==> config.mk <==
export PLATFORM = sky130hd
export DESIGN_NAME = cube_record_stream_decoder
export DESIGN_NICKNAME = d
export VERILOG_FILES = /design/src/rtl/crsd_pkg.sv /design/src/rtl/cube_record_stream_decoder.sv /design/src/rtl/crsd_ram.sv /design/src/rtl/crsd_parser.sv
export SDC_FILE = /design/constraint.sdc
export NUM_CORES = 2
export LEC_CHECK = 0
export BUFFER_PORTS_ARGS = -buffer_cell sky130_fd_sc_hd__buf_4
export CAP_MARGIN = 10
export CORE_MARGIN = 1.5
export CORE_UTILIZATION = 33
export CTS_BUF_LIST = sky130_fd_sc_hd__clkbuf_16
export CTS_CLUSTER_DIAMETER = 80
export DETAILED_ROUTE_END_ITERATION = 8
export PLACE_DENSITY_LB_ADDON = 0.3
export REMOVE_ABC_BUFFERS = 1
export SLEW_MARGIN = 20
export SYNTH_ARGS = -nofsm -noshare
export SYNTH_HDL_FRONTEND = slang
export SYNTH_SLANG_ARGS = --single-unit
==> constraint.sdc <==
create_clock -name clk -period 7.36 [get_ports clk]
set_clock_uncertainty 0.15 [all_clocks]
set_input_delay 1.472 -clock clk [delete_from_list [all_inputs] [get_ports clk]]
set_output_delay 1.472 -clock clk [all_outputs]
set_load 0.05 [all_outputs]
==> src/rtl/crsd_pkg.sv <==
// Shared types and constants for the cube record stream decoder.
// No dependencies; the top level, the parser and the testbench import this package.
`timescale 1ns / 1ps
`default_nettype none

package crsd_pkg;

    localparam int MAX_THRESHOLDS = 128;
    localparam int SLOT_W         = $clog2(MAX_THRESHOLDS);
    localparam int BYTE_W         = 8;
    localparam int SIZE_W         = 16;
    localparam int COMP_W         = 5;
    localparam int KIND_W         = 3;

    localparam logic [BYTE_W-1:0] RUN_MARK = 8'h80;
    localparam logic [BYTE_W-1:0] RUN_MASK = 8'h7f;

    localparam logic [COMP_W-1:0] POLY_BYTES_ONE   = 5'd12;
    localparam logic [COMP_W-1:0] POLY_BYTES_THREE = 5'd18;

    typedef enum logic [KIND_W-1:0] {
        KIND_RUN     = 3'd0,
        KIND_HEADER  = 3'd1,
        KIND_SIZE    = 3'd2,
        KIND_COUNT   = 3'd3,
        KIND_INDEX   = 3'd4,
        KIND_POLY    = 3'd5,
        KIND_SURPLUS = 3'd6,
        KIND_ZERO    = 3'd7
    } kind_t;

    typedef enum logic [6:0] {
        PH_IDLE    = 7'b0000001,
        PH_SIZE_HI = 7'b0000010,
        PH_SIZE_LO = 7'b0000100,
        PH_COUNTS  = 7'b0001000,
        PH_INDICES = 7'b0010000,
        PH_POLYS   = 7'b0100000,
        PH_SURPLUS = 7'b1000000
    } phase_t;

    // One entry of the slot chain: the next slot with polygons and its count.
    typedef struct packed {
        logic [SLOT_W-1:0] slot;
        logic [BYTE_W-1:0] count;
    } link_t;

    localparam int LINK_W = $bits(link_t);

    typedef struct packed {
        logic              en;
        logic [SLOT_W-1:0] addr;
        link_t             data;
    } link_wr_t;

    typedef struct packed {
        kind_t             kind;
        logic [BYTE_W-1:0] value;
        logic [SLOT_W-1:0] slot;
        logic [BYTE_W-1:0] polygon;
        logic [COMP_W-1:0] component;
        logic              record_end;
        logic              short_record;
    } result_t;

endpackage

`default_nettype wire

==> src/rtl/cube_record_stream_decoder.sv <==
// Top level of the cube record stream decoder: input and result registers,
// configuration register and the slot chain memory. Depends on crsd_pkg,
// crsd_ram and crsd_parser.
`timescale 1ns / 1ps
`default_nettype none

// Every input word yields exactly one tagged result word. The block sustains one
// word per clock while the output is not stalled; each accepted word passes the
// input register and then the result register, with the combinational decode
// between the two. Slots with polygons are chained in a 128-entry memory while
// the counts arrive, and the next slot's entry is read ahead while the current
// slot's polygon words pass, so no search and no clearing pass after reset is
// needed. Write three_normals only while the block is idle.
module cube_record_stream_decoder (
    input  wire logic                        clk,
    input  wire logic                        rst_n,
    input  wire logic                        cfg_wr_en,
    input  wire logic                        cfg_wr_data,
    input  wire logic                        in_valid,
    output logic                             in_stall,
    input  wire logic [crsd_pkg::BYTE_W-1:0] data_byte,
    output logic                             out_valid,
    input  wire logic                        out_stall,
    output logic [crsd_pkg::KIND_W-1:0]      item_kind,
    output logic [crsd_pkg::BYTE_W-1:0]      value,
    output logic [crsd_pkg::SLOT_W-1:0]      slot,
    output logic [crsd_pkg::BYTE_W-1:0]      polygon,
    output logic [crsd_pkg::COMP_W-1:0]      component,
    output logic                             record_end,
    output logic                             short_record
);

    import crsd_pkg::*;

    logic               three_normals_reg;
    logic               s1_valid_reg, s1_valid_next;
    logic [BYTE_W-1:0]  s1_byte_reg;
    logic               out_valid_reg, out_valid_next;
    result_t            result_reg;
    result_t            result;
    logic               advance;
    logic               in_accept;
    logic [SLOT_W-1:0]  link_raddr;
    link_wr_t           link_wr;
    logic [LINK_W-1:0]  link_rdata;

    assign advance   = s1_valid_reg && (!out_valid_reg || !out_stall);
    assign in_stall  = s1_valid_reg && !advance;
    assign in_accept = in_valid && !in_stall;

    always_comb
    begin
        s1_valid_next = s1_valid_reg;
        if (in_accept)
        begin
            s1_valid_next = 1'b1;
        end
        else if (advance)
        begin
            s1_valid_next = 1'b0;
        end

        out_valid_next = out_valid_reg;
        if (advance)
        begin
            out_valid_next = 1'b1;
        end
        else if (!out_stall)
        begin
            out_valid_next = 1'b0;
        end
    end

    always_ff @(posedge clk or negedge rst_n)
    begin
        if (!rst_n)
        begin
            three_normals_reg <= 1'b0;
            s1_valid_reg      <= 1'b0;
            out_valid_reg     <= 1'b0;
        end
        else
        begin
            if (cfg_wr_en)
            begin
                three_normals_reg <= cfg_wr_data;
            end
            s1_valid_reg  <= s1_valid_next;
            out_valid_reg <= out_valid_next;
        end
    end

    always_ff @(posedge clk)
    begin
        if (in_accept)
        begin
            s1_byte_reg <= data_byte;
        end
        if (advance)
        begin
            result_reg <= result;
        end
    end

    crsd_parser u_parser (
        .clk           (clk),
        .rst_n         (rst_n),
        .advance       (advance),
        .data_byte     (s1_byte_reg),
        .three_normals (three_normals_reg),
        .link_rdata    (link_t'(link_rdata)),
        .link_raddr    (link_raddr),
        .link_wr       (link_wr),
        .result        (result)
    );

    crsd_ram #(
        .WIDTH (LINK_W),
        .DEPTH (MAX_THRESHOLDS)
    ) u_link_ram (
        .clk   (clk),
        .we    (link_wr.en),
        .waddr (link_wr.addr),
        .wdata (link_wr.data),
        .raddr (link_raddr),
        .rdata (link_rdata)
    );

    assign out_valid    = out_valid_reg;
    assign item_kind    = result_reg.kind;
    assign value        = result_reg.value;
    assign slot         = result_reg.slot;
    assign polygon      = result_reg.polygon;
    assign component    = result_reg.component;
    assign record_end   = result_reg.record_end;
    assign short_record = result_reg.short_record;

endmodule

`default_nettype wire

==> src/rtl/crsd_ram.sv <==
// Generic single-port-write, single-port-read RAM with a registered read.
// No dependencies.
`timescale 1ns / 1ps
`default_nettype none

module crsd_ram #(
    parameter int WIDTH = 8,
    parameter int DEPTH = 128
) (
    input  wire logic                     clk,
    input  wire logic                     we,
    input  wire logic [$clog2(DEPTH)-1:0] waddr,
    input  wire logic [WIDTH-1:0]         wdata,
    input  wire logic [$clog2(DEPTH)-1:0] raddr,
    output logic      [WIDTH-1:0]         rdata
);

    logic [WIDTH-1:0] mem_reg [DEPTH];

    always_ff @(posedge clk)
    begin
        if (we)
        begin
            mem_reg[waddr] <= wdata;
        end
        rdata <= mem_reg[raddr];
    end

endmodule

`default_nettype wire

==> src/rtl/crsd_parser.sv <==
// Record parser: phase state, cursors and the per-word decode of the stream.
// Depends on crsd_pkg; the slot chain lives in a crsd_ram owned by the top level.
`timescale 1ns / 1ps
`default_nettype none

module crsd_parser (
    input  wire logic                       clk,
    input  wire logic                       rst_n,
    input  wire logic                       advance,
    input  wire logic [crsd_pkg::BYTE_W-1:0] data_byte,
    input  wire logic                       three_normals,
    input  wire crsd_pkg::link_t            link_rdata,
    output logic [crsd_pkg::SLOT_W-1:0]     link_raddr,
    output crsd_pkg::link_wr_t              link_wr,
    output crsd_pkg::result_t               result
);

    import crsd_pkg::*;

    phase_t              phase_reg, phase_next;
    logic [SLOT_W-1:0]   thr_reg, thr_next;
    logic [SIZE_W-1:0]   size_reg, size_next;
    logic [SIZE_W-1:0]   seen_reg, seen_next;
    logic [SLOT_W-1:0]   slot_cur_reg, slot_cur_next;
    logic [BYTE_W-1:0]   poly_cur_reg, poly_cur_next;
    logic [COMP_W-1:0]   comp_cur_reg, comp_cur_next;
    logic [BYTE_W-1:0]   cur_count_reg, cur_count_next;
    logic                have_filled_reg, have_filled_next;
    logic [SLOT_W-1:0]   prev_filled_reg, prev_filled_next;
    logic [SLOT_W-1:0]   first_slot_reg, first_slot_next;
    logic [BYTE_W-1:0]   first_count_reg, first_count_next;

    logic [COMP_W-1:0]   per;
    logic                more_slots;
    logic                body;
    logic [SIZE_W-1:0]   size_full;
    logic [SIZE_W-1:0]   seen_inc;

    assign per        = three_normals ? POLY_BYTES_THREE : POLY_BYTES_ONE;
    assign more_slots = ({1'b0, slot_cur_reg} + 8'd1) < {1'b0, thr_reg};
    assign size_full  = {size_reg[SIZE_W-1:BYTE_W], data_byte};
    assign seen_inc   = seen_reg + 16'd1;
    assign link_raddr = slot_cur_reg;

    always_comb
    begin
        phase_next       = phase_reg;
        thr_next         = thr_reg;
        size_next        = size_reg;
        seen_next        = seen_reg;
        slot_cur_next    = slot_cur_reg;
        poly_cur_next    = poly_cur_reg;
        comp_cur_next    = comp_cur_reg;
        cur_count_next   = cur_count_reg;
        have_filled_next = have_filled_reg;
        prev_filled_next = prev_filled_reg;
        first_slot_next  = first_slot_reg;
        first_count_next = first_count_reg;
        body             = 1'b0;

        link_wr.en        = 1'b0;
        link_wr.addr      = prev_filled_reg;
        link_wr.data.slot = slot_cur_reg;
        link_wr.data.count = data_byte;

        result.kind         = KIND_RUN;
        result.value        = data_byte;
        result.slot         = '0;
        result.polygon      = '0;
        result.component    = '0;
        result.record_end   = 1'b0;
        result.short_record = 1'b0;

        unique case (phase_reg)
            PH_IDLE:
            begin
                if ((data_byte & RUN_MARK) != '0)
                begin
                    result.kind       = KIND_RUN;
                    result.value      = data_byte & RUN_MASK;
                    result.record_end = 1'b1;
                end
                else
                begin
                    result.kind = KIND_HEADER;
                    thr_next    = data_byte[SLOT_W-1:0];
                    phase_next  = PH_SIZE_HI;
                end
            end
            PH_SIZE_HI:
            begin
                result.kind = KIND_SIZE;
                size_next   = {data_byte, 8'h00};
                phase_next  = PH_SIZE_LO;
            end
            PH_SIZE_LO:
            begin
                size_next        = size_full;
                seen_next        = '0;
                slot_cur_next    = '0;
                poly_cur_next    = '0;
                comp_cur_next    = '0;
                have_filled_next = 1'b0;
                if (size_full == '0)
                begin
                    result.kind         = KIND_ZERO;
                    result.record_end   = 1'b1;
                    result.short_record = (thr_reg != '0);
                    phase_next          = PH_IDLE;
                end
                else
                begin
                    result.kind = KIND_SIZE;
                    phase_next  = (thr_reg != '0) ? PH_COUNTS : PH_SURPLUS;
                end
            end
            PH_COUNTS:
            begin
                body        = 1'b1;
                result.kind = KIND_COUNT;
                result.slot = slot_cur_reg;
                if (data_byte != '0)
                begin
                    if (have_filled_reg)
                    begin
                        link_wr.en = 1'b1;
                    end
                    else
                    begin
                        first_slot_next  = slot_cur_reg;
                        first_count_next = data_byte;
                    end
                    have_filled_next = 1'b1;
                    prev_filled_next = slot_cur_reg;
                end
                if (more_slots)
                begin
                    slot_cur_next = slot_cur_reg + 7'd1;
                end
                else
                begin
                    slot_cur_next = '0;
                    phase_next    = PH_INDICES;
                end
            end
            PH_INDICES:
            begin
                body        = 1'b1;
                result.kind = KIND_INDEX;
                result.slot = slot_cur_reg;
                if (more_slots)
                begin
                    slot_cur_next = slot_cur_reg + 7'd1;
                end
                else
                begin
                    poly_cur_next = '0;
                    comp_cur_next = '0;
                    if (have_filled_reg)
                    begin
                        phase_next     = PH_POLYS;
                        slot_cur_next  = first_slot_reg;
                        cur_count_next = first_count_reg;
                    end
                    else
                    begin
                        phase_next    = PH_SURPLUS;
                        slot_cur_next = '0;
                    end
                end
            end
            PH_POLYS:
            begin
                body             = 1'b1;
                result.kind      = KIND_POLY;
                result.slot      = slot_cur_reg;
                result.polygon   = poly_cur_reg;
                result.component = comp_cur_reg;
                if ((comp_cur_reg + 5'd1) < per)
                begin
                    comp_cur_next = comp_cur_reg + 5'd1;
                end
                else if (({1'b0, poly_cur_reg} + 9'd1) < {1'b0, cur_count_reg})
                begin
                    comp_cur_next = '0;
                    poly_cur_next = poly_cur_reg + 8'd1;
                end
                else
                begin
                    comp_cur_next = '0;
                    poly_cur_next = '0;
                    if (slot_cur_reg != prev_filled_reg)
                    begin
                        slot_cur_next  = link_rdata.slot;
                        cur_count_next = link_rdata.count;
                    end
                    else
                    begin
                        phase_next    = PH_SURPLUS;
                        slot_cur_next = '0;
                    end
                end
            end
            PH_SURPLUS:
            begin
                body        = 1'b1;
                result.kind = KIND_SURPLUS;
            end
            default:
            begin
                phase_next = PH_IDLE;
            end
        endcase

        if (body)
        begin
            seen_next = seen_inc;
            if (seen_inc >= size_reg)
            begin
                result.record_end   = 1'b1;
                result.short_record = (phase_next != PH_SURPLUS);
                phase_next          = PH_IDLE;
                slot_cur_next       = '0;
                poly_cur_next       = '0;
                comp_cur_next       = '0;
            end
        end

        if (!advance)
        begin
            link_wr.en = 1'b0;
        end
    end

    always_ff @(posedge clk or negedge rst_n)
    begin
        if (!rst_n)
        begin
            phase_reg       <= PH_IDLE;
            thr_reg         <= '0;
            size_reg        <= '0;
            seen_reg        <= '0;
            slot_cur_reg    <= '0;
            poly_cur_reg    <= '0;
            comp_cur_reg    <= '0;
            cur_count_reg   <= '0;
            have_filled_reg <= 1'b0;
            prev_filled_reg <= '0;
            first_slot_reg  <= '0;
            first_count_reg <= '0;
        end
        else if (advance)
        begin
            phase_reg       <= phase_next;
            thr_reg         <= thr_next;
            size_reg        <= size_next;
            seen_reg        <= seen_next;
            slot_cur_reg    <= slot_cur_next;
            poly_cur_reg    <= poly_cur_next;
            comp_cur_reg    <= comp_cur_next;
            cur_count_reg   <= cur_count_next;
            have_filled_reg <= have_filled_next;
            prev_filled_reg <= prev_filled_next;
            first_slot_reg  <= first_slot_next;
            first_count_reg <= first_count_next;
        end
    end

    a_header_to_size: assert property (@(posedge clk) disable iff (!rst_n)
        advance && phase_reg == PH_IDLE && data_byte[7] == 1'b0
        |=> phase_reg == PH_SIZE_HI)
        else $error("header word did not lead to the size phase");

    a_chain_write_in_counts: assert property (@(posedge clk) disable iff (!rst_n)
        link_wr.en |-> phase_reg == PH_COUNTS && advance)
        else $error("slot chain written outside the count phase");

    a_comp_in_range: assert property (@(posedge clk) disable iff (!rst_n)
        phase_reg == PH_POLYS |-> comp_cur_reg < POLY_BYTES_THREE)
        else $error("component cursor beyond the longest polygon");

    a_slot_in_record: assert property (@(posedge clk) disable iff (!rst_n)
        phase_reg == PH_POLYS |-> {1'b0, slot_cur_reg} < {1'b0, thr_reg})
        else $error("polygon slot beyond the record's threshold count");

endmodule

`default_nettype wire

### Word-level counts from Yosys, hierarchy flattened

Memory sizes are Yosys's and may differ from the RTL's. A register that Yosys moved wholly into a read port is not among the register bits.
Cells that the tools add are included.

* $add $sub $neg: 6
* magnitude comparators: 4
* equal/unequal tests: 16
* mux-type cells: 64
* bitwise gates (word level): 3
* reductions and logical operators: 26

Operators by type and width (number)
* $mux 7: 19
* $mux 8: 10
* $pmux 7 s7: 1
* $mux 16: 2
* $pmux 16 s2: 1
* $pmux 7 s4: 1
* $mux 5: 5
* $pmux 8 s3: 1
* $pmux 3 s7: 1
* $add 16x1->16 const B: 1
* $ge 16x16->1: 1
* $logic_not 16->1: 1
* $pmux 8 s2: 1
* $mux 1: 15
* $pmux 5 s3: 1
* $reduce_and 3->1: 4
* $reduce_bool 2->1: 5
* $add 8x1->9 const B: 1
* $lt 9x8->1: 1
* $add 7x1->8 const B: 1
* $add 8x1->8 const B: 1
* $lt 8x7->1: 1
* $ne 2x1->1 const B: 4
* $reduce_bool 8->1: 1
* other kinds (26): 39

* register bits after elaboration: 141
* memory bits (writable): 1920
* output and inout port bits: 35
* word-level logic and storage cells: 145
* memories kept: 1

Memory list
* u_link_ram.mem_reg: words 128, width 15, rd ports 1, clocked after memory_dff 1, wr ports 1, RTL line crsd_ram.sv:18 `logic [WIDTH-1:0] mem_reg [DEPTH];`

### Longest topological paths before layout

* depth in word-level cells: 8
* gate-level depth with buffers: 15

### By module

Synthesis repeated with hierarchy kept, for this count alone.

* cell total of the unflattened synthesis: 3641
* area total of the unflattened synthesis: 81520.7 um2

By module, submodules not included
* crsd_ram: times used 1, cells an instance 2904, area an instance 73629.4 um2, seq. area each 57955.6 um2
* crsd_parser: times used 1, cells an instance 686, area an instance 6531.3 um2, seq. area each 2428.6 um2
* cube_record_stream_decoder: times used 1, cells an instance 51, area an instance 1360.1 um2, seq. area each 1306.3 um2

### Least setup slack after synthesis

Ideal clock, no wire load.

* kind: register to register
* start: reg u_parser.slot_cur_reg[3], in the netlist u_parser.link_raddr[3]
* end: reg u_parser.slot_cur_reg[0], in the netlist u_parser.link_raddr[0]
* setup time: 0.128 ns
* data arrival time: 4.168 ns
* data required time: 7.082 ns
* path slack: 2.914 ns
* cell stages (with the launch flop): 13
* buffers on the path: 3
* period minus slack after synthesis: 4.446 ns
* cells stage by stage: dfrtp_1 buf_2 buf_2 buf_2 xnor2_1 ha_1 a211o_1 a31oi_1 o21a_1 nand2_1 and3_1 a221oi_1 o2bb2ai_1

* longest elaborated chain between the ends: 7
* elaborated cells between the ends (all ways): 11

RTL lines
* start, declared: RTL line crsd_parser.sv:24 `logic [SLOT_W-1:0] slot_cur_reg, slot_cur_next;`
* start signal, assigned: RTL line crsd_parser.sv:258 `slot_cur_reg <= slot_cur_next;`
* branches (longest 4 deep; another with $add 7x1->8)
* $pmux 7 s4 *: RTL line crsd_parser.sv:74 `unique case (phase_reg)`
* $mux 7: RTL line crsd_parser.sv:218 `if (seen_inc >= size_reg)`
* $mux 7 *: RTL line crsd_parser.sv:215 `if (body)`

Mark *: on every way between the ends.
A chain may end at the register's enable or synchronous reset.

### Worst setup path after layout

* start: reg u_parser.phase_reg[1]
* end: mem u_link_ram.mem_reg[55][13] (netlist name), enable pin

* longest elaborated chain between the ends: 5

RTL lines
* start, declared: RTL line crsd_parser.sv:20 `phase_t phase_reg, phase_next;`
* start signal, assigned: RTL line crsd_parser.sv:254 `phase_reg <= phase_next;`
* $eq 7x4->1: RTL line crsd_parser.sv:74
* $mux 1: RTL line crsd_parser.sv:74
* $mux 1: RTL line crsd_parser.sv:229 `if (!advance)`
* $mux 1: RTL line crsd_ram.sv:22 `if (we)`
* $mux 1 (not written as such): RTL line crsd_ram.sv:24 `mem_reg[waddr] <= wdata;`
* end, declared: RTL line crsd_ram.sv:18

No other way between the ends.

==> results_dict.tcl <==
set metrics [dict create \
    outcome "completed" \
    tritoncts "yes" \
    post_synth_arst_share_pct 4.82 \
    synthCells 3784 \
    final-seq-area_mm2 0.0617 \
    root_buffer "clkbuf_16" \
    final_gp_congestion 0.777 \
    finish.cell_count_without_fillers 7434 \
    fp.coreArea_mm2 0.245 \
    drive_above_1_share_pct 27.5 \
    netSwitchingPower_mw 8.22 \
    fin_ws_ps 2610 \
    cts_max_level 4 \
    synth_edf_count 1961 \
    final.min_clock_period_ps 4750 \
    worstMarginPinSlew_ps 1170 \
    critical_path_peak_fanout 11 \
    wire_length_of_the_first_global_routing_pass_um 290000 \
    largest_register_ff_count 1920 \
    synth.avg_cell_area_um2 21.5 \
    seq_total_area_yosys_pct 75.8 \
    p_sw_share_pct 27.6 \
    cts_made_buffers 211 \
    maxCapViolations 0 \
    combPwrFrac_pct 19.4 \
    grt_start_max_net_pins 159 \
    static-leakage-power_nw 28.4 \
    critPathLaunchType "flop" \
    cp_data_arrival_time_ps 5180 \
    drcViolationCount 0 \
    rsz0062_at_grt "no" \
    groute.usage.overall_pct 15.9 \
    synth_top_flop_cell "edfxtp_1" \
    port_buffers 48 \
    clock_power_share_pct 34.2 \
    globalRouteOverflowTotal 0 \
    final.fill_count 22000 \
    crit_path_max_incr_delay_ps 950 \
    fp.dieW_um 499 \
    timing_max_transition_violations_final 0 \
    ant_nets 0 \
    post_synth_num_cell_types 75 \
    floorplan.die_area_mm2 0.249 \
    ys_ff_latch 2076 \
    layout.cells.most_common "edfxtp_1" \
    internal_power_summed_over_all_cells_mw 21.5 \
    layout_worst_path_cycle_share_pct 64.6 \
    final_cell_mix "1961 x edfxtp_1, 570 x mux4_2, 230 x buf_4, 211 x clkbuf_16, 165 x nor2_1" \
    clk_latency_worst_skew_pair_ps 870 \
    multi_input_area_mm2 0.0186 \
    clk_pin_slew_worst_paths_ps 60 \
    sequentialPowerShare_pct 46.4 \
    routedWlPerCell_um 26.8 \
    cts.hold.buffers_added 0 \
    grt_pass1_vias 39200 \
    die_height_um 499 \
    finalHoldViolations 0 \
    finish.utilization_pct 37.9 \
    ctsLongestPathBuffers 3 \
    drt_first_iter_violations 4094 \
    min_path_type "flop to flop" \
    io-pin-count 49 \
    avgViaCountPerCell 5.19 \
    detailedPlace.worstSlack_ps 1890 \
    post-dp-hpwl_um 117000 \
    drtPass1Iterations 5 \
    synth.yosys.warnings 0 \
    post_cts_resize_count 0 \
    via_count 38600 \
    synthTopCellsByArea "edfxtp_1 72%, mux4_2 16%, dfrtp_1 3.0%" \
    fin_hold_ws_ps 339 \
    share_of_the_synthesized_area_in_the_top_cell_type_pct 72.4 \
    totalNegativeSetupSlack_ps 0 \
    antenna_found_initial 5 \
    maxClockFrequency_mhz 210 \
    finalSetupViolations 0 \
    core.rowCount 182 \
    synth_largest_area_cell "edfxtp_1" \
    worstPathCellList "or3_1 -> nor2_2 -> nand3_1 -> nor2_4 -> nand4_2 -> nor2_1 -> buf_4" \
    dp.cells 7044 \
    power_density_over_cell_area_mw_per_mm2 320 \
    timing.critical_path.slowest_stage_cell "nor2_1" \
    cp_data_required_time_ps 7780 \
    routed_wl_um 199000 \
    areaGrowthSynthToFinish_pct 14.5 \
    number_of_clock_sinks 2076 \
    cp-end-kind "flop" \
    peak_ir_drop_on_the_vdd_network_v 0.000285 \
    cts_setup_buffers 0 \
    path_class "flop to flop" \
    final_net_count 4087 \
    maxSlewHeadroom_pct 20.8 \
    initial_utilization_pct 33.1 \
    mappedNetlistArea_mm2 0.0813 \
]
[metal layers]
layer,GRT usage [%],wire length (um),up-vias
li1,-,-,16300
met1,23.0,88900,21000
met2,25.4,95600,1114
met3,2.13,10700,234
met4,4.06,4270,0
met5,0,0,-
[worst paths after layout]
check / startpoint / to / slack (ps) / depth (start not counted)
setup / recovery: u_parser.phase_reg[1]$_DFFE_PN0P_ / u_link_ram.mem_reg[55][13]$_DFFE_PP_ / 2610 / 7
hold / removal: s1_valid_reg$_DFFE_PN0P_ / out_valid$_DFFE_PN0P_ / 340 / 1
setup reg to reg: u_parser.phase_reg[1]$_DFFE_PN0P_ / u_link_ram.mem_reg[55][13]$_DFFE_PP_ / 2610 / 7
hold reg to reg: s1_valid_reg$_DFFE_PN0P_ / out_valid$_DFFE_PN0P_ / 340 / 1
max in group asynchronous: rst_n / u_parser.link_raddr[5]$_DFFE_PN0P_ / 5130 / 2
min in group asynchronous: rst_n / u_parser.seen_reg[7]$_DFFE_PN0P_ / 600 / 1
[cell families after synthesis]
logic type / synth area share (%)
AO/OA/AOI/OAI: 2.14
XOR/XNOR: 0.388
adder cells (fa/ha/maj): 0.554
buffers and inverters: 1.35
flip-flops: 75.8
multiplexers: 16.8
AND/OR/NAND/NOR: 2.98
[power groups by stage]
stage | Sequential [mW] | Combinational [mW] | Clock, mW
CTS | 13.8 | 5.90 | 10.4
global placement | 14.1 | 5.84 | 0
global route | 13.9 | 6.16 | 10.9
finish | 13.8 | 5.77 | 10.2
floorplan | 14.9 | 4.89 | 0
detailed placement | 14.1 | 5.89 | 0
[through the flow]
| stage | cell area (um2) | power (mW) |
|---|---|---|
| 6_report | 93100 | 29.8 |
| 5_1_grt | 93100 | 30.9 |
| 4_1_cts | 93100 | 30.1 |
| 3_5_place_dp | 86500 | 20.0 |
| 3_3_place_gp | 86400 | 19.9 |
| 2_1_floorplan | 80400 | 19.8 |
[synth_stat cells, types with 3 or more instances]
cell / number
nor3b_1: 3
dfxtp_1: 15
nor4_1: 10
dfrtp_1: 99
nor2b_1: 40
nand4b_2: 4
a221oi_1: 3
mux2_2: 23
nand2_1: 97
edfxtp_1: 1961
o2bb2ai_1: 6
nand2b_1: 20
nor2_1: 165
buf_1: 34
and2_1: 25
a22oi_1: 29
a31oi_1: 6
or3_1: 4
o21a_1: 5
a22o_1: 12
buf_6: 8
buf_4: 8
o21ai_0: 58
clkbuf_1: 80
mux2i_1: 53
o211ai_1: 7
nor3_1: 6
or2_2: 5
a32o_1: 5
xnor2_1: 16
and3_1: 10
nand3_1: 59
xor2_1: 20
ha_1: 36
nand4_1: 22
buf_2: 75
mux4_2: 570
a21o_1: 9
a211oi_1: 36
inv_1: 38
a21oi_1: 53
o21ai_1: 6
[critical path: cells and delay by family, from the launching register on]
kind,cells,cell delay [ps]
simple gates,6,3500
buf+inv,1,310
flops,1,500
[layout make-up]
cell class	count	share of cell area, %
Sequential cell	2076	66.3
Multi-Input combinational cell	1465	20.0
Clock buffer	211	5.67
Tap cell	3220	4.33
Timing Repair Buffer	245	2.17
Clock inverter	176	1.41
Inverter	38	0.153
Antenna cell	3	0.00806
(Power assumes the default switching activity.)
